## src/hdl/dmpb_pkg.sv

```systemverilog
package dmpb_pkg;

    localparam int COLOR_W        = 32;
    localparam int DEPTH_W        = 32;
    localparam int DEPTH_BITS_DEF = 32;
    localparam int CHAN_W         = 8;
    localparam int NUM_CHAN       = COLOR_W / CHAN_W;
    localparam int ALPHA_LSB      = 24;
    localparam logic [CHAN_W-1:0] ALPHA_MAX  = 8'hFF;
    localparam logic [CHAN_W-1:0] ALPHA_ZERO = 8'h00;

    typedef enum logic {
        MODE_TRANSFER = 1'b0,
        MODE_SCULPT   = 1'b1
    } t_mode;

    // Where the new depth comes from.
    typedef enum logic [1:0] {
        DSEL_DST = 2'd0,
        DSEL_SRC = 2'd1,
        DSEL_SUM = 2'd2
    } t_dsel;

    typedef struct packed {
        logic  valid;
        logic  changed;
        logic  take_top;
        logic  out_inf;
        t_dsel dsel;
    } t_ctl;

endpackage

```

## src/hdl/dmpb_decide.sv

```systemverilog
module dmpb_decide
    import dmpb_pkg::*;
#(
    parameter int DEPTH_BITS = DEPTH_BITS_DEF
) (
    input  logic                  i_clk,
    input  logic                  i_rst_n,
    input  logic                  i_req,
    input  t_mode                 i_mode,
    input  logic [COLOR_W-1:0]    i_src_color,
    input  logic [DEPTH_W-1:0]    i_src_depth,
    input  logic                  i_src_depth_infinite,
    input  logic [COLOR_W-1:0]    i_dst_color,
    input  logic [DEPTH_W-1:0]    i_dst_depth,
    input  logic                  i_dst_depth_infinite,
    output t_ctl                  o_ctl,
    output logic [COLOR_W-1:0]    o_top,
    output logic [COLOR_W-1:0]    o_bottom,
    output logic [CHAN_W-1:0]     o_inv,
    output logic [DEPTH_BITS-1:0] o_sd,
    output logic [DEPTH_BITS-1:0] o_dd
);

    logic                  r_vld;
    t_mode                 r_mode;
    logic [COLOR_W-1:0]    r_sc;
    logic [COLOR_W-1:0]    r_dc;
    logic [DEPTH_BITS-1:0] r_sd;
    logic [DEPTH_BITS-1:0] r_dd;
    logic                  r_sinf;
    logic                  r_dinf;

    logic [DEPTH_BITS-1:0] n_sd;
    logic [DEPTH_BITS-1:0] n_dd;

    // The depth ports are two's complement in their low DEPTH_BITS bits.
    generate
        if (DEPTH_BITS <= DEPTH_W) begin : g_narrow
            assign n_sd = i_src_depth[DEPTH_BITS-1:0];
            assign n_dd = i_dst_depth[DEPTH_BITS-1:0];
        end else begin : g_wide
            assign n_sd = {{(DEPTH_BITS-DEPTH_W){1'b0}}, i_src_depth};
            assign n_dd = {{(DEPTH_BITS-DEPTH_W){1'b0}}, i_dst_depth};
        end
    endgenerate

    always_ff @(posedge i_clk) begin
        if (!i_rst_n) begin
            r_vld <= 1'b0;
        end else begin
            r_vld <= i_req;
        end
        r_mode <= i_mode;
        r_sc   <= i_src_color;
        r_dc   <= i_dst_color;
        r_sd   <= n_sd;
        r_dd   <= n_dd;
        r_sinf <= i_src_depth_infinite;
        r_dinf <= i_dst_depth_infinite;
    end

    logic [CHAN_W-1:0]  s_sa;
    logic [CHAN_W-1:0]  s_da;
    logic               s_src_ok;
    logic               s_src_wins;
    t_ctl               n_ctl;
    logic [COLOR_W-1:0] n_top;
    logic [COLOR_W-1:0] n_bottom;

    always_comb begin
        s_sa       = r_sc[ALPHA_LSB +: CHAN_W];
        s_da       = r_dc[ALPHA_LSB +: CHAN_W];
        s_src_ok   = (s_sa != ALPHA_ZERO) && !r_sinf;
        s_src_wins = 1'b1;
        n_ctl      = '0;
        n_ctl.valid = r_vld;
        n_ctl.dsel  = DSEL_DST;
        case (r_mode)
            MODE_TRANSFER: begin
                n_ctl.changed = s_src_ok;
                s_src_wins    = r_dinf || ($signed(r_sd) >= $signed(r_dd));
                n_ctl.dsel    = s_src_wins ? DSEL_SRC : DSEL_DST;
            end
            MODE_SCULPT: begin
                n_ctl.changed = s_src_ok && (s_da != ALPHA_ZERO) && !r_dinf;
                n_ctl.dsel    = DSEL_SUM;
            end
            default: begin
                n_ctl.changed = 1'b0;
            end
        endcase
        // A skipped pixel is routed as the top with take_top set so the blend passes dst through.
        if (!n_ctl.changed) begin
            n_ctl.dsel = DSEL_DST;
            n_top      = r_dc;
            n_bottom   = r_sc;
        end else if (s_src_wins) begin
            n_top    = r_sc;
            n_bottom = r_dc;
        end else begin
            n_top    = r_dc;
            n_bottom = r_sc;
        end
        n_ctl.out_inf  = n_ctl.changed ? 1'b0 : r_dinf;
        n_ctl.take_top = !n_ctl.changed || (n_top[ALPHA_LSB +: CHAN_W] == ALPHA_MAX);
    end

    always_ff @(posedge i_clk) begin
        if (!i_rst_n) begin
            o_ctl <= '0;
        end else begin
            o_ctl <= n_ctl;
        end
        o_top    <= n_top;
        o_bottom <= n_bottom;
        o_inv    <= ALPHA_MAX - n_top[ALPHA_LSB +: CHAN_W];
        o_sd     <= r_sd;
        o_dd     <= r_dd;
    end

endmodule

```

## src/hdl/dmpb_blend.sv

```systemverilog
module dmpb_blend
    import dmpb_pkg::*;
(
    input  logic               i_clk,
    input  logic [COLOR_W-1:0] i_top,
    input  logic [COLOR_W-1:0] i_bottom,
    input  logic [CHAN_W-1:0]  i_inv,
    input  logic               i_take_top,
    output logic [COLOR_W-1:0] o_color
);

    logic [2*CHAN_W-1:0] r_prod [NUM_CHAN];
    logic [COLOR_W-1:0]  r_top;
    logic                r_take_top;

    always_ff @(posedge i_clk) begin
        for (int i = 0; i < NUM_CHAN; i++) begin
            r_prod[i] <= i_bottom[i*CHAN_W +: CHAN_W] * i_inv;
        end
        r_top      <= i_top;
        r_take_top <= i_take_top;
    end

    logic [2*CHAN_W-1:0] s_sum [NUM_CHAN];
    logic [COLOR_W-1:0]  s_blend;

    // p / 255 is exact as (p + 1 + (p >> 8)) >> 8 for every product of two bytes.
    always_comb begin
        for (int i = 0; i < NUM_CHAN; i++) begin
            s_sum[i] = r_prod[i] + {{(2*CHAN_W-1){1'b0}}, 1'b1}
                       + (r_prod[i] >> CHAN_W);
            s_blend[i*CHAN_W +: CHAN_W] = r_top[i*CHAN_W +: CHAN_W]
                                          + s_sum[i][2*CHAN_W-1:CHAN_W];
        end
        o_color = r_take_top ? r_top : s_blend;
    end

endmodule

```

## src/hdl/depth_merge_premultiplied_blend.sv

```systemverilog
// Channel   | Direction | Handshake              | Payload
// ----------+-----------+------------------------+------------------------------------------
// request   | in        | start, busy            | src/dst color, depth, depth_infinite
// result    | out       | o_valid (strobe)       | out_color, out_depth, infinite, changed
// config    | in        | i_cfg_we               | i_cfg_wdata (merge_mode)
//
// One request is taken every cycle; busy stays low because the pipeline never stalls.
// Each request yields exactly one result, and the results come out in request order.
// The four register stages are input capture, compare and select, channel multiply
// with the depth sum, and the divide-by-255 with the output register.
// Synchronous active-low reset clears the valid bits and merge_mode.
module depth_merge_premultiplied_blend
    import dmpb_pkg::*;
#(
    parameter int DEPTH_BITS = DEPTH_BITS_DEF
) (
    input  logic               i_clk,
    input  logic               i_rst_n,
    input  logic               start,
    output logic               busy,
    input  logic               i_cfg_we,
    input  logic               i_cfg_wdata,
    input  logic [COLOR_W-1:0] i_src_color,
    input  logic [DEPTH_W-1:0] i_src_depth,
    input  logic               i_src_depth_infinite,
    input  logic [COLOR_W-1:0] i_dst_color,
    input  logic [DEPTH_W-1:0] i_dst_depth,
    input  logic               i_dst_depth_infinite,
    output logic               o_valid,
    output logic [COLOR_W-1:0] o_out_color,
    output logic [DEPTH_W-1:0] o_out_depth,
    output logic               o_out_depth_infinite,
    output logic               o_pixel_changed
);

    t_mode r_merge_mode;

    always_ff @(posedge i_clk) begin
        if (!i_rst_n) begin
            r_merge_mode <= MODE_TRANSFER;
        end else if (i_cfg_we) begin
            r_merge_mode <= t_mode'(i_cfg_wdata);
        end
    end

    assign busy = 1'b0;

    t_ctl                  s2_ctl;
    logic [COLOR_W-1:0]    s2_top;
    logic [COLOR_W-1:0]    s2_bottom;
    logic [CHAN_W-1:0]     s2_inv;
    logic [DEPTH_BITS-1:0] s2_sd;
    logic [DEPTH_BITS-1:0] s2_dd;

    dmpb_decide #(
        .DEPTH_BITS(DEPTH_BITS)
    ) u_decide (
        .i_clk               (i_clk),
        .i_rst_n             (i_rst_n),
        .i_req               (start && !busy),
        .i_mode              (r_merge_mode),
        .i_src_color         (i_src_color),
        .i_src_depth         (i_src_depth),
        .i_src_depth_infinite(i_src_depth_infinite),
        .i_dst_color         (i_dst_color),
        .i_dst_depth         (i_dst_depth),
        .i_dst_depth_infinite(i_dst_depth_infinite),
        .o_ctl               (s2_ctl),
        .o_top               (s2_top),
        .o_bottom            (s2_bottom),
        .o_inv               (s2_inv),
        .o_sd                (s2_sd),
        .o_dd                (s2_dd)
    );

    logic [COLOR_W-1:0] s3_color;

    dmpb_blend u_blend (
        .i_clk     (i_clk),
        .i_top     (s2_top),
        .i_bottom  (s2_bottom),
        .i_inv     (s2_inv),
        .i_take_top(s2_ctl.take_top),
        .o_color   (s3_color)
    );

    // Saturating depth sum, one sign bit wider to see the overflow.
    localparam logic [DEPTH_BITS-1:0] DEPTH_MAX = {1'b0, {(DEPTH_BITS-1){1'b1}}};
    localparam logic [DEPTH_BITS-1:0] DEPTH_MIN = {1'b1, {(DEPTH_BITS-1){1'b0}}};

    logic [DEPTH_BITS:0]   s_sum;
    logic [DEPTH_BITS-1:0] n_depth;

    always_comb begin
        s_sum = {s2_sd[DEPTH_BITS-1], s2_sd} + {s2_dd[DEPTH_BITS-1], s2_dd};
        case (s2_ctl.dsel)
            DSEL_SRC: n_depth = s2_sd;
            DSEL_SUM: begin
                if (s_sum[DEPTH_BITS] != s_sum[DEPTH_BITS-1]) begin
                    n_depth = s_sum[DEPTH_BITS] ? DEPTH_MIN : DEPTH_MAX;
                end else begin
                    n_depth = s_sum[DEPTH_BITS-1:0];
                end
            end
            default: n_depth = s2_dd;
        endcase
    end

    t_ctl                  r3_ctl;
    logic [DEPTH_BITS-1:0] r3_depth;

    always_ff @(posedge i_clk) begin
        if (!i_rst_n) begin
            r3_ctl <= '0;
        end else begin
            r3_ctl <= s2_ctl;
        end
        r3_depth <= n_depth;
    end

    logic [DEPTH_W-1:0] s3_depth_out;

    generate
        if (DEPTH_BITS >= DEPTH_W) begin : g_out_trunc
            assign s3_depth_out = r3_depth[DEPTH_W-1:0];
        end else begin : g_out_ext
            assign s3_depth_out = {{(DEPTH_W-DEPTH_BITS){1'b0}}, r3_depth};
        end
    endgenerate

    logic               r_valid;
    logic [COLOR_W-1:0] r_out_color;
    logic [DEPTH_W-1:0] r_out_depth;
    logic               r_out_inf;
    logic               r_changed;

    always_ff @(posedge i_clk) begin
        if (!i_rst_n) begin
            r_valid <= 1'b0;
        end else begin
            r_valid <= r3_ctl.valid;
        end
        r_out_color <= s3_color;
        r_out_depth <= s3_depth_out;
        r_out_inf   <= r3_ctl.out_inf;
        r_changed   <= r3_ctl.changed;
    end

    assign o_valid              = r_valid;
    assign o_out_color          = r_out_color;
    assign o_out_depth          = r_out_depth;
    assign o_out_depth_infinite = r_out_inf;
    assign o_pixel_changed      = r_changed;

`ifndef SYNTHESIS
    a_latency: assert property (@(posedge i_clk) disable iff (!i_rst_n)
        (start && !busy) |-> ##4 o_valid)
        else $error("request did not produce a result four cycles later");

    a_no_spurious: assert property (@(posedge i_clk) disable iff (!i_rst_n)
        o_valid |-> $past(start && !busy, 4))
        else $error("result without a matching request");

    a_changed_finite: assert property (@(posedge i_clk) disable iff (!i_rst_n)
        (o_valid && o_pixel_changed) |-> !o_out_depth_infinite)
        else $error("written pixel has an infinite depth");

    a_skip_passes_dst: assert property (@(posedge i_clk) disable iff (!i_rst_n)
        (o_valid && !o_pixel_changed)
        |-> (o_out_color == $past(i_dst_color, 4))
            && (o_out_depth_infinite == $past(i_dst_depth_infinite, 4)))
        else $error("skipped pixel does not repeat the destination");
`endif

endmodule

```

## config.mk

```make
export PLATFORM = sky130hd
export DESIGN_NAME = depth_merge_premultiplied_blend
export DESIGN_NICKNAME = d
export VERILOG_FILES = /design/src/hdl/dmpb_pkg.sv /design/src/hdl/dmpb_decide.sv /design/src/hdl/dmpb_blend.sv /design/src/hdl/depth_merge_premultiplied_blend.sv
export SDC_FILE = /design/constraint.sdc
export NUM_CORES = 1
export LEC_CHECK = 0
export BUFFER_PORTS_ARGS = -buffer_cell sky130_fd_sc_hd__buf_4
export CAP_MARGIN = 15
export CORE_ASPECT_RATIO = 0.8
export CORE_MARGIN = 2
export CORE_UTILIZATION = 30
export DETAILED_ROUTE_END_ITERATION = 12
export GPL_TIMING_DRIVEN = 0
export PLACE_DENSITY = 0.45
export SETUP_SLACK_MARGIN = 0.4
export SLEW_MARGIN = 30
export SYNTH_ARGS = -nofsm -noshare
export SYNTH_HDL_FRONTEND = slang
export SYNTH_HIERARCHICAL = 1
export SYNTH_SLANG_ARGS = --single-unit
```

## constraint.sdc

```tcl
create_clock -name i_clk -period 10.4 [get_ports i_clk]
set_input_delay 2.08 -clock i_clk [delete_from_list [all_inputs] [get_ports i_clk]]
set_output_delay 2.08 -clock i_clk [all_outputs]
set_load 0.02 [all_outputs]
```

==> tab_implementation.tex, run 1 <==
\begin{tabular}{lr}
\hline
Metric & Value \\
\hline
\multicolumn{2}{l}{\textbf{Critical path}} \\
\quad Critical register-to-register path endpoint & u\_blend/r\_prod[0][13] \\
\quad Slack of the worst reg-to-reg path & 4990 ps \\
\quad Standard cell with the maximum stage delay on the critical path & clkbuf\_1 \\
\quad Kind of launch point of the worst setup path & flip-flop \\
\quad Critical path buffers and inverters & 4 \\
\quad Gate family responsible for the most delay along the worst path & adder cells \\
\quad Stage delay of the slowest cell on the critical path & 630 ps \\
\quad Data required time at the worst endpoint & 10820 ps \\
\quad Crit path DAT & 5830 ps \\
\quad Max FO, Critical Path & 10 \\
\quad Startpoint-to-endpoint class of the critical path & flip-flop to flip-flop \\
\quad Worst reg2reg path depth & 15 \\
\quad Cell seen most often among critical-path stages & fa\_1 \\
\quad Critical Path End Type & flip-flop \\
\quad Ordered list of cells on the worst path & clkbuf\_1 -> nand2\_1 -> fa\_1 -> fa\_1 -> inv\_1 -> fa\_1 -> inv\_1 -> fa\_1 -> inv\_1 -> ha\_1 -> a21boi\_2 -> o21ai\_2 -> a221oi\_4 -> nor4b\_1 -> or4\_1 \\
\quad Worst r2r src & u\_decide/o\_inv[7] \\
\multicolumn{2}{l}{\textbf{Final layout}} \\
\quad Syn-to-layout area delta & 18.8\% \\
\quad Post-layout instance area & 30100 sq um \\
\quad Most used cells in the layout excluding fill and tap cells & dfxtp\_1 (474), inv\_1 (276), ha\_1 (266) \\
\quad Antenna diode instance count & 0 \\
\quad Most frequent standard cell in the layout excluding fill and tap cells & dfxtp\_1 \\
\quad Final std cells w/o fill & 3839 \\
\quad Fraction of final layout cells sized beyond drive strength 1 & 15.8\% \\
\quad Net total in the final layout & 3234 \\
\multicolumn{2}{l}{\textbf{Clock network}} \\
\quad Number of hold-repair buffers added at the cts stage & 0 \\
\quad Quantity of gates resized following cts & 0 \\
\quad Total clock sinks & 474 \\
\quad Max H-tree Level & 2 \\
\quad Longest Clk Path Bufs & 3 \\
\quad TritonCTS buffer count & 51 \\
\quad Clock transition at the registers of the reported paths & 60 ps \\
\quad Insertion delay of the later-clocked pin in the worst-skew pair & 650 ps \\
\quad Number of post-CTS setup repair buffers & 0 \\
\quad CTS tree & done \\
\quad Clock root buffer & clkbuf\_16 \\
\multicolumn{2}{l}{\textbf{Yosys}} \\
\quad Adder-cell area share of the yosys netlist & 24.9\% \\
\quad Multiplexer share of the synthesized area & 4.60\% \\
\quad Synthesized Nets & 2980 \\
\quad Post-synth ARST share & 0\% \\
\quad Total of flip-flops plus latches after synthesis & 474 \\
\quad Post-synth top area share & 37.4\% \\
\quad Number of warning messages in the yosys log & 6 \\
\quad Synth Area in XOR/XNOR & 4.13\% \\
\quad Share of the synthesized area in compound gates (AO/OA/AOI/OAI) & 10.0\% \\
\quad Average cell area after synthesis & 10.4 sq um \\
\quad Combinational family with the most area after synthesis & adder cells \\
\quad Synth area leaders & dfxtp\_1 (37\%), ha\_1 (13\%), fa\_1 (12\%) \\
\quad Number of enable-type register cells in the synthesized netlist & 0 \\
\quad Synthesized area & 25400 sq um \\
\quad Sequential cell area fraction in the yosys report & 37.4\% \\
\quad Synthesized netlist cell count & 2430 \\
\quad Synth Area in Simple Gates & 13.1\% \\
\quad Count of cell types in the netlist & 92 \\
\quad Post-synthesis cell type with the largest combined area & dfxtp\_1 \\
\quad Most common flop cell mapped by yosys & dfxtp\_1 \\
\multicolumn{2}{l}{\textbf{Floorplan}} \\
\quad Die span in y & 264 um \\
\quad I/O pins & 203 \\
\quad Die Footprint & 86900 sq um \\
\quad Core region area & 83900 sq um \\
\quad Standard-cell row count & 95 \\
\quad Width of the chip & 329 um \\
\quad Effective utilization at floorplan & 30.2\% \\
\multicolumn{2}{l}{\textbf{Timing}} \\
\quad Shortest period the worst path allows & 5410 ps \\
\quad Rel. slew slack & 40.5\% \\
\quad Worst-case hold slack & 320 ps \\
\quad Accumulated negative setup slack & 0 ps \\
\quad Setup Viol. Count Final & 0 \\
\quad Worst Skew & 73.9 ps \\
\quad Maximum clock rate & 0.185 GHz \\
\quad Final cycle utilization of the critical path & 52.0\% \\
\quad Transition time at the pin with the least slew margin & 883 ps \\
\quad Number of pins exceeding their max-slew limit in the final report & 0 \\
\quad Unrepaired setup endpoints after global routing & false \\
\quad Final count of hold timing violations & 0 \\
\multicolumn{2}{l}{\textbf{Global routing}} \\
\quad Number of global-route vias before repair & 18500 \\
\quad Initial antenna violation count & 2 \\
\quad Global routing usage on met2 & 23.3\% \\
\quad All-layer global routing usage & 15.2\% \\
\quad Global-route track usage on met1 & 21.3\% \\
\quad M3 GR Usage & 3.37\% \\
\quad Pin count of the biggest net entering global routing & 17 \\
\quad Aggregate global routing overflow & 0 \\
\quad First-pass GRT wire length & 103 mm \\
\quad Busiest metal layer after global routing & met2 \\
\multicolumn{2}{l}{\textbf{Hold path}} \\
\quad Hold EP & o\_out\_depth[20] \\
\quad Hold wc startpoint & r3\_depth[20] \\
\quad Class of the tightest hold or removal check & flip-flop to flip-flop \\
\quad Hold depth & 0 \\
\multicolumn{2}{l}{\textbf{Placed design}} \\
\quad Total instance count after detailed placement & 3746 \\
\quad RD Place Congestion & 0.859 \\
\quad HPWL after DPL & 51.8 mm \\
\quad IO Port Bufs & 201 \\
\quad Placement-stage cell area & 28300 sq um \\
\multicolumn{2}{l}{\textbf{Power}} \\
\quad Power per Cell Area & 277 nW/um\^{}2 \\
\quad Sum of internal, switching and leakage power & 8.36 mW \\
\quad Leak pwr & 14.2 nW \\
\quad VDD IR max & 0.138 mV \\
\multicolumn{2}{l}{\textbf{Route}} \\
\quad DRC errors left & 0 \\
\quad Total via count in the routed design & 17600 \\
\quad Antenna-violating nets left & 0 \\
\quad Routed length per instance & 17.0 um \\
\quad Detailed Route WL & 65.3 mm \\
\quad Length of the first detailed-routing pass in iterations & 5 \\
\quad Detailed router's first-iteration violation count & 829 \\
\quad Drt via density & 4.59 \\
\multicolumn{2}{l}{\textbf{Run}} \\
\quad Max-cap violations & 0 \\
\multicolumn{2}{l}{\textbf{Outcome}} \\
\quad Outcome & finished, final reports clean \\
\hline
\end{tabular}
cells by family (layout without fill, tap and decap cells):
family	Yosys count	in the layout
AOI/OAI and AO/OA	373	373
muxes	85	85
adders and majority gates	415	415
xor gates and xnor gates	118	118
DFF	474	474
and+or+nand+nor	626	626
buffers and inverters	338	632
other	1	1
power by group:
group          internal (mW)  leakage, nW  total [mW]  switching, mW
Clock                   1.19        0.905        1.98          0.786
Combinational           1.82         9.27        4.00           2.18
Sequential              2.16         3.99        2.38          0.218
flip-flops by register name, summed over array words and instances, names as in the netlist, 3 cells and up:
name and cells:
o_out_color 32, o_out_depth 32, r3_ctl 3, r3_depth 32, u_blend/r_prod 64, u_blend/r_top 32
u_decide/o_bottom 32, u_decide/o_ctl 6, u_decide/o_dd 32, u_decide/o_inv 8, u_decide/o_sd 32, u_decide/o_top 32
u_decide/r_dc 32, u_decide/r_dd 32, u_decide/r_sc 32, u_decide/r_sd 32
through the flow:
stage / utilization, % / setup slack, ps
floorplan: - / 5880
global placement: 33.7 / 5100
detailed placement: 33.7 / 5080
CTS: 35.9 / 5000
global route: 35.9 / 4710
finish: 35.9 / 4990
worst max-delay path by stage:
stage,slack [ps],startpoint,depth (start not counted),endpoint
global placement,5100,u_decide/o_inv[7],15,u_blend/r_prod[0][13]
CTS,5000,u_decide/o_inv[7],15,u_blend/r_prod[0][13]
detailed placement,5080,u_decide/o_inv[7],15,u_blend/r_prod[0][13]
floorplan,5880,u_decide/o_inv[7],15,u_blend/r_prod[3][15]
finish,4990,u_decide/o_inv[7],15,u_blend/r_prod[0][13]
global route,4710,u_decide/o_inv[7],15,u_blend/r_prod[0][13]
cell type report:
| cell class | instances | area [sq um] |
|---|---|---|
| Clock inverter | 29 | 464 |
| Sequential cell | 474 | 9490 |
| Clock buffer | 64 | 1410 |
| Buffer | 62 | 457 |
| Tap cell | 1115 | 1400 |
| Fill cell | 8500 | 53800 |
| Multi-Input combinational cell | 1618 | 14400 |
| Timing Repair Buffer | 201 | 1510 |
| Inverter | 276 | 1040 |
metal layers:
layer  part of all wire, %  routed length, um  vias up
li1                      -                  -     8641
met1                    48              31400     8505
met2                    43              28400      381
met3                   5.9               3850       83
met4                   2.6               1670        0
met5                     0                  0        -
synth_stat cells (7+ instances only):
master and instances:
a211oi_1 10, a21o_1 26, a21oi_1 89, a22oi_1 30, and2_1 209, and3_1 14
buf_12 7, buf_2 7, clkbuf_1 33, dfxtp_1 474, fa_1 149, ha_1 266
inv_1 276, mux2_2 10, mux2_4 60, mux2i_1 13, nand2_1 184, nand3_1 25
nand4_1 28, nor2_1 69, nor2b_1 14, nor3_1 30, nor4_1 11, o211ai_1 12
o21a_1 15, o21ai_0 68, o21ai_1 32, o21bai_1 7, xnor2_1 75, xor2_1 42
No activity file was read; power rests on OpenSTA's default activity.
==> run 2, diff against run 1 <==
--- a/config.mk
+++ b/config.mk
@@ -12,7 +12,7 @@
 export CORE_UTILIZATION = 30
 export DETAILED_ROUTE_END_ITERATION = 12
 export GPL_TIMING_DRIVEN = 0
-export PLACE_DENSITY = 0.45
+export PLACE_DENSITY = 0.46
 export SETUP_SLACK_MARGIN = 0.4
 export SLEW_MARGIN = 30
 export SYNTH_ARGS = -nofsm -noshare
==> constraint.sdc (replaced) <==
create_clock -name i_clk -period 4.4 [get_ports i_clk]
set_input_delay 0.88 -clock i_clk [delete_from_list [all_inputs] [get_ports i_clk]]
set_output_delay 0.88 -clock i_clk [all_outputs]
set_load 0.02 [all_outputs]
==> run 2 against run 1 <==
Power grew to 2.6 times the previous value; cell count grew 1.5%; critical path depth stayed put; sequential power is 140% higher; first-iteration DRC count decreased by 1.7%; utilization is 1.9 points higher; fmax rose by 24%.
==> tab_implementation.tex, run 2 (same netlist as run 1, synthesis figures left out) <==
\begin{tabular}{lr}
\hline
Metric & Value \\
\hline
\multicolumn{2}{l}{\textbf{Outcome}} \\
\quad Outcome & finished, final reports clean \\
\multicolumn{2}{l}{\textbf{Route}} \\
\quad Total via count in the routed design & 17700 (+0.58\%) \\
\quad Antenna-violating nets left & 0 (unchanged) \\
\quad DRC errors left & 0 (unchanged) \\
\quad Routed length per instance & 16.8 um (-1.5\%) \\
\quad Drt via density & 4.55 (-0.87\%) \\
\quad Detailed router's first-iteration violation count & 815 (-1.7\%) \\
\quad Length of the first detailed-routing pass in iterations & 5 (unchanged) \\
\quad Detailed Route WL & 65.3 mm (about the same) \\
\multicolumn{2}{l}{\textbf{Power}} \\
\quad Sum of internal, switching and leakage power & 21.9 mW (+160\%) \\
\quad Power per Cell Area & 692 nW/um\^{}2 (+150\%) \\
\quad Leak pwr & 14.7 nW (+3.9\%) \\
\quad VDD IR max & 0.379 mV (+180\%) \\
\multicolumn{2}{l}{\textbf{Global routing}} \\
\quad All-layer global routing usage & 14.9\% (-0.37 points) \\
\quad Pin count of the biggest net entering global routing & 19 (+2) \\
\quad Aggregate global routing overflow & 0 (unchanged) \\
\quad Number of global-route vias before repair & 18000 (-2.6\%) \\
\quad Initial antenna violation count & 2 (unchanged) \\
\quad First-pass GRT wire length & 101 mm (-2.4\%) \\
\multicolumn{2}{l}{\textbf{Placed design}} \\
\quad HPWL after DPL & 50.8 mm (-2.0\%) \\
\quad IO Port Bufs & 201 (unchanged) \\
\quad Placement Setup Slack & -459 ps (-5540 ps) \\
\quad Placement-stage cell area & 28600 sq um (+1.1\%) \\
\quad RD Place Congestion & 0.885 (+3.0\%) \\
\multicolumn{2}{l}{\textbf{Timing}} \\
\quad Worst Skew & 75.8 ps (+1.95 ps) \\
\quad Accumulated negative setup slack & 0 ps (unchanged) \\
\quad Final count of hold timing violations & 0 (unchanged) \\
\quad Worst-case hold slack & 318 ps (-1.58 ps) \\
\quad Rel. slew slack & 26.6\% (-14 points) \\
\quad Transition time at the pin with the least slew margin & 1070 ps (+190 ps) \\
\quad Shortest period the worst path allows & 4360 ps (-1050 ps) \\
\quad Unrepaired setup endpoints after global routing & true \\
\quad Maximum clock rate & 0.229 GHz (+24\%) \\
\quad Final cycle utilization of the critical path & 99.1\% (+47 points) \\
\quad Setup Viol. Count Final & 0 (unchanged) \\
\quad Final worst-path setup slack & 40.5 ps (-4950 ps) \\
\quad Number of pins exceeding their max-slew limit in the final report & 0 (unchanged) \\
\multicolumn{2}{l}{\textbf{Critical path}} \\
\quad Critical Path End Type & flip-flop \\
\quad Kind of launch point of the worst setup path & flip-flop \\
\quad Crit path DAT & 4850 ps (-980 ps) \\
\quad Max FO, Critical Path & 5 (-5) \\
\quad Worst reg2reg path depth & 15 (unchanged) \\
\quad Startpoint-to-endpoint class of the critical path & flip-flop to flip-flop \\
\quad Data required time at the worst endpoint & 4890 ps (-5930 ps) \\
\quad Slack of the worst reg-to-reg path & 40 ps (-4950 ps) \\
\quad Worst r2r src & u\_decide/o\_inv[3] \\
\quad Critical register-to-register path endpoint & u\_blend/r\_prod[1][15] \\
\multicolumn{2}{l}{\textbf{Final layout}} \\
\quad Most used cells in the layout excluding fill and tap cells & dfxtp\_1 (453), inv\_1 (250), ha\_1 (241) \\
\quad Max FFs per register & 64 (unchanged) \\
\quad Antenna diode instance count & 0 (unchanged) \\
\quad Net total in the final layout & 3291 (+1.8\%) \\
\quad Register ranked first by flip-flop count & u\_blend/r\_prod \\
\quad Filler instances & 8308 (-2.3\%) \\
\quad Most frequent standard cell in the layout excluding fill and tap cells & dfxtp\_1 \\
\quad Register area & 9530 sq um (+0.44\%) \\
\quad Fraction of final layout cells sized beyond drive strength 1 & 23.4\% (+7.6 points) \\
\quad Post-layout instance area & 31700 sq um (+5.2\%) \\
\quad Area of combinational cells with multiple inputs & 15100 sq um (+4.8\%) \\
\quad Syn-to-layout area delta & 25.0\% \\
\multicolumn{2}{l}{\textbf{Floorplan}} \\
\quad Standard-cell row count & 95 (unchanged) \\
\quad Die span in y & 264 um (unchanged) \\
\quad Effective utilization at floorplan & 30.2\% (unchanged) \\
\quad Core region area & 83900 sq um (unchanged) \\
\quad Die Footprint & 86900 sq um (unchanged) \\
\quad I/O pins & 203 (unchanged) \\
\quad Width of the chip & 329 um (unchanged) \\
\multicolumn{2}{l}{\textbf{Clock network}} \\
\quad CTS tree & done \\
\quad Clock transition at the registers of the reported paths & 60 ps (about the same) \\
\quad Insertion delay of the later-clocked pin in the worst-skew pair & 660 ps (about the same) \\
\quad Max H-tree Level & 2 (unchanged) \\
\quad Total clock sinks & 474 (unchanged) \\
\quad Longest Clk Path Bufs & 3 (unchanged) \\
\quad Clock root buffer & clkbuf\_16 \\
\quad TritonCTS buffer count & 52 (+2.0\%) \\
\multicolumn{2}{l}{\textbf{Run}} \\
\quad Max-cap violations & 0 (unchanged) \\
\multicolumn{2}{l}{\textbf{Hold path}} \\
\quad Class of the tightest hold or removal check & input port to flip-flop \\
\quad Hold wc startpoint & i\_dst\_depth[23] \\
\quad Hold depth & 1 (+1) \\
\quad Hold EP & u\_decide/r\_dd[23] \\
\hline
\end{tabular}
run 2: layer usage:
layer / global-route usage (%) / wire length [um] / up-vias
met5: 0 / 0 / -
met3: 3.12 / 3730 / 81
met2: 22.6 / 28000 / 348
met4: 3.56 / 1320 / 0
met1: 21.4 / 32200 / 8530
li1: - / - / 8753
run 2: report_power, final:
part	internal (mW)	total, mW	switching (mW)	leakage (nW)
logic	5.82	11.7	5.92	9.85
registers	5.11	5.62	0.513	4.00
clock network	2.68	4.57	1.89	0.864
run 2: area by class of cell:
cell class | count | share of cell area, %
Sequential cell | 474 | 30.0
Clock buffer | 64 | 4.37
Tap cell | 1115 | 4.40
Buffer | 62 | 2.49
Clock inverter | 29 | 1.37
Timing Repair Buffer | 257 | 6.49
Inverter | 276 | 3.27
Multi-Input combinational cell | 1618 | 47.6
run 2: stage by stage:
| stage | utilization [%] | std cells |
|---|---|---|
| 6_report | 37.8 | 3895 |
| 5_1_grt | 37.8 | 3895 |
| 4_1_cts | 37.3 | 3874 |
| 3_5_place_dp | 34.1 | 3746 |
| 3_3_place_gp | 34.1 | 3746 |
| 2_1_floorplan | - | 2430 |
run 2: worst max path at each step:
stage                                 start               endpoint
after floorplan           u_decide/o_inv[7]  u_blend/r_prod[0][13]
after global placement    u_decide/o_inv[0]  u_blend/r_prod[0][13]
after detailed placement  u_decide/o_inv[6]  u_blend/r_prod[3][15]
after CTS                 u_decide/o_inv[3]  u_blend/r_prod[0][15]
after global routing      u_decide/o_inv[3]  u_blend/r_prod[0][13]
final                     u_decide/o_inv[3]  u_blend/r_prod[1][15]
run 2: critical path: stages (launching register included):
cell and delay (ps):
dfxtp_4 380, buf_4 160, buf_6 120, and2_1 140, fa_1 500, inv_1 60, fa_2 590, fa_1 440
fa_1 380, inv_1 110, ha_4 210, or3_1 300, o21ai_1 100, a21oi_2 80, or4b_1 490, and3_1 150
run 2: what timing repair did:
item | in CTS | in global routing
pin swaps | 84 | 65
setup buffers | 34 | 19
hold buffers | 0 | 0
gates cloned | 1 | 2
setup endpoints to repair | 31 | 27
resized for setup | 134 | 75
==> run 3, diff against run 2 <==
--- a/config.mk
+++ b/config.mk
@@ -7,12 +7,14 @@
 export LEC_CHECK = 0
 export BUFFER_PORTS_ARGS = -buffer_cell sky130_fd_sc_hd__buf_4
 export CAP_MARGIN = 15
+export CELL_PAD_IN_SITES_DETAIL_PLACEMENT = 1
+export CELL_PAD_IN_SITES_GLOBAL_PLACEMENT = 1
 export CORE_ASPECT_RATIO = 0.8
 export CORE_MARGIN = 2
 export CORE_UTILIZATION = 30
 export DETAILED_ROUTE_END_ITERATION = 12
 export GPL_TIMING_DRIVEN = 0
-export PLACE_DENSITY = 0.46
+export PLACE_DENSITY = 0.56
 export SETUP_SLACK_MARGIN = 0.4
 export SLEW_MARGIN = 30
 export SYNTH_ARGS = -nofsm -noshare
==> run 3 against run 2 <==
Worst hold slack worse by 14 ps; die area unchanged; setup slack worse by 40 ps; critical endpoint unchanged; critical path type unchanged; clock-buffer cell count increased by 3; fmax shrank 0.92%; critical path depth fell by 1; non-clock buffer count increased by 10; wire length grew 8.4%; final area up 0.92%; register-to-register slack lost 40 ps; clock power grew 3%; highest routed layer unchanged.
==> tab_implementation.tex, run 3 (same netlist as run 1, synthesis figures left out) <==
\begin{tabular}{lr}
\hline
Metric & Value \\
\hline
\multicolumn{2}{l}{\textbf{Route}} \\
\quad Antenna-violating nets left & 0 (unchanged) \\
\quad Drt via density & 4.66 (+2.6\%) \\
\quad Total via count in the routed design & 18200 (+3.0\%) \\
\quad DRC errors left & 0 (unchanged) \\
\quad Length of the first detailed-routing pass in iterations & 5 (unchanged) \\
\quad Routed length per instance & 18.1 um (+8.0\%) \\
\quad Detailed Route WL & 70.8 mm (+8.4\%) \\
\quad Detailed router's first-iteration violation count & 816 (+0.12\%) \\
\multicolumn{2}{l}{\textbf{Critical path}} \\
\quad Ordered list of cells on the worst path & clkbuf\_16 -> and2\_4 -> fa\_1 -> inv\_2 -> fa\_1 -> fa\_1 -> inv\_1 -> fa\_1 -> ha\_4 -> or3\_1 -> o21ai\_2 -> a21oi\_4 -> or4b\_1 -> and3\_1 \\
\quad Cell seen most often among critical-path stages & fa\_1 \\
\quad Data required time at the worst endpoint & 4870 ps (-20 ps) \\
\quad Kind of launch point of the worst setup path & flip-flop \\
\quad Stage delay of the slowest cell on the critical path & 580 ps (about the same) \\
\quad Standard cell with the maximum stage delay on the critical path & fa\_1 \\
\quad Crit path DAT & 4870 ps (+20 ps) \\
\quad Critical Path End Type & flip-flop \\
\quad Startpoint-to-endpoint class of the critical path & flip-flop to flip-flop \\
\quad Max FO, Critical Path & 5 (unchanged) \\
\multicolumn{2}{l}{\textbf{Power}} \\
\quad Switching part of the total power & 38.6\% (+0.66 points) \\
\quad Proportion of power drawn by the clock network & 20.7\% (about the same) \\
\quad Switch Pwr & 8.76 mW (+5.4\%) \\
\quad VDD IR max & 0.477 mV (+26\%) \\
\quad Combinational group share of total power & 54.4\% (+0.9 points) \\
\quad Reg power frac & 24.9\% (-0.7 points) \\
\quad Cell-internal power & 14.0 mW (+2.5\%) \\
\quad Leak pwr & 14.9 nW (+1.1\%) \\
\quad Power per Cell Area & 710 nW/um\^{}2 (+2.6\%) \\
\multicolumn{2}{l}{\textbf{Timing}} \\
\quad Worst Skew & 97.7 ps (+21.9 ps) \\
\quad Rel. slew slack & 39.4\% (+13 points) \\
\quad Transition time at the pin with the least slew margin & 909 ps (-164 ps) \\
\quad Maximum clock rate & 0.227 GHz (-0.92\%) \\
\quad Final count of hold timing violations & 0 (unchanged) \\
\quad Shortest period the worst path allows & 4400 ps (+40.3 ps) \\
\quad Setup Viol. Count Final & 0 (unchanged) \\
\quad Number of pins exceeding their max-slew limit in the final report & 0 (unchanged) \\
\quad Final worst-path setup slack & 0.161 ps (-40.3 ps) \\
\quad Final cycle utilization of the critical path & 100\% (+0.92 points) \\
\quad Unrepaired setup endpoints after global routing & true \\
\multicolumn{2}{l}{\textbf{Final layout}} \\
\quad Net total in the final layout & 3301 (+0.30\%) \\
\quad Most frequent standard cell in the layout excluding fill and tap cells & dfxtp\_1 \\
\quad Register ranked first by flip-flop count & u\_blend/r\_prod \\
\quad Max FFs per register & 64 (unchanged) \\
\quad Fraction of final layout cells sized beyond drive strength 1 & 24.9\% (+1.5 points) \\
\quad Post-layout instance area & 32000 sq um (+0.92\%) \\
\quad Most used cells in the layout excluding fill and tap cells & dfxtp\_1 (455), buf\_4 (255), inv\_1 (245) \\
\quad Antenna diode instance count & 0 (unchanged) \\
\quad Filler instances & 9281 (+12\%) \\
\quad Area of combinational cells with multiple inputs & 15200 sq um (+0.99\%) \\
\quad Register area & 9530 sq um (unchanged) \\
\quad Final std cells w/o fill & 3910 (+0.39\%) \\
\quad Syn-to-layout area delta & 26.2\% \\
\multicolumn{2}{l}{\textbf{Clock network}} \\
\quad Clock root buffer & clkbuf\_16 \\
\quad Clock transition at the registers of the reported paths & 60 ps (about the same) \\
\quad TritonCTS buffer count & 52 (unchanged) \\
\quad Insertion delay of the later-clocked pin in the worst-skew pair & 670 ps (about the same) \\
\quad Longest Clk Path Bufs & 3 (unchanged) \\
\quad Max H-tree Level & 2 (unchanged) \\
\quad Total clock sinks & 474 (unchanged) \\
\quad Number of hold-repair buffers added at the cts stage & 0 (unchanged) \\
\quad CTS tree & done \\
\multicolumn{2}{l}{\textbf{Placed design}} \\
\quad Total instance count after detailed placement & 3746 (unchanged) \\
\quad RD Place Congestion & 0.867 (-2.0\%) \\
\quad Placement-stage cell area & 28600 sq um (unchanged) \\
\quad IO Port Bufs & 201 (unchanged) \\
\quad HPWL after DPL & 55.0 mm (+8.4\%) \\
\quad Placement Setup Slack & -483 ps (-23.8 ps) \\
\multicolumn{2}{l}{\textbf{Global routing}} \\
\quad Number of global-route vias before repair & 19700 (+9.5\%) \\
\quad Pin count of the biggest net entering global routing & 19 (unchanged) \\
\quad All-layer global routing usage & 16.2\% (+1.4 points) \\
\quad Initial antenna violation count & 3 (+1) \\
\quad Aggregate global routing overflow & 0 (unchanged) \\
\quad First-pass GRT wire length & 111 mm (+9.5\%) \\
\multicolumn{2}{l}{\textbf{Floorplan}} \\
\quad Core region area & 83900 sq um (unchanged) \\
\quad Die Footprint & 86900 sq um (unchanged) \\
\quad Die span in y & 264 um (unchanged) \\
\quad Standard-cell row count & 95 (unchanged) \\
\quad I/O pins & 203 (unchanged) \\
\quad Width of the chip & 329 um (unchanged) \\
\quad Effective utilization at floorplan & 30.2\% (unchanged) \\
\multicolumn{2}{l}{\textbf{Hold path}} \\
\quad Class of the tightest hold or removal check & input port to flip-flop \\
\multicolumn{2}{l}{\textbf{Run}} \\
\quad Max-cap violations & 0 (unchanged) \\
\multicolumn{2}{l}{\textbf{Outcome}} \\
\quad Outcome & finished, final reports clean \\
\hline
\end{tabular}
-- run 3: cell count changes in the layout (fill, tap and decap cells not counted), sizes merged --
| cell | previous run | this run |
|---|---|---|
| inv | 280 | 281 |
| buf | 284 | 293 |
| clkinv | 11 | 13 |
| clkbuf | 94 | 98 |
| clkinvlp | 7 | 6 |
-- run 3: worst paths after layout --
kind                          start                     to  slack, ps  depth (start not counted)
hold reg to reg        r_merge_mode        u_decide/r_mode        310                          0
setup / recovery  u_decide/o_inv[2]  u_blend/r_prod[1][15]        0.2                         14
hold / removal       i_src_depth[9]       u_decide/r_sd[9]        300                          1
setup reg to reg  u_decide/o_inv[2]  u_blend/r_prod[1][15]        0.2                         14
-- run 3: power groups by stage --
stage / Sequential, mW / Clock (mW) / Combinational, mW
after floorplan: 5.73 / 0 / 7.56
after CTS: 5.66 / 4.88 / 11.5
final: 5.64 / 4.70 / 12.4
after global routing: 5.74 / 5.07 / 13.9
after detailed placement: 5.73 / 0 / 10.2
after global placement: 5.72 / 0 / 9.92
-- run 3: final cells by class --
cell class              instances  area share (%)
plain buffers                  62            2.51
clock buffers                  67            4.55
clock inverters                31            1.40
inverters                     276            3.24
multi-input cells            1618            47.6
flip-flops and latches        474            29.8
well taps                    1115            4.36
repair buffers                267            6.58
-- run 3: per-layer routing --
layer	GRT usage (%)	part of all wire (%)	up-vias	wire length [um]
met5	0	0	-	0
met4	3.57	1.8	0	1290
met3	3.03	5.0	74	3550
met2	25.5	45	319	31700
met1	23.0	48	9063	34200
li1	-	-	8784	-
-- run 3: repair_timing --
item | 4_1_cts | 5_1_grt
endpoints found under the setup margin | 30 | 27
gates cloned | 3 | 0
gates resized for setup | 158 | 90
pin swaps | 56 | 81
setup buffers | 35 | 28
-- run 3: worst max-delay path, delay by kind of cell (launching register included) --
family | cells | cell delay, ps
and+or+nand+nor | 4 | 1140
buffers and inverters | 3 | 270
adders and majority gates | 5 | 2300
AOI/OAI and AO/OA | 2 | 170
DFF | 1 | 380
-- run 3: through the flow --
stage	TNS (ps)	total power, mW	hold WS, ps	utilization [%]
detailed placement	-4250	15.9	313	34.1
floorplan	0	13.3	310	-
finish	0	22.7	304	38.1
global route	-445	24.7	260	38.1
CTS	-16.7	22.1	252	37.5
global placement	-3550	15.6	314	34.1
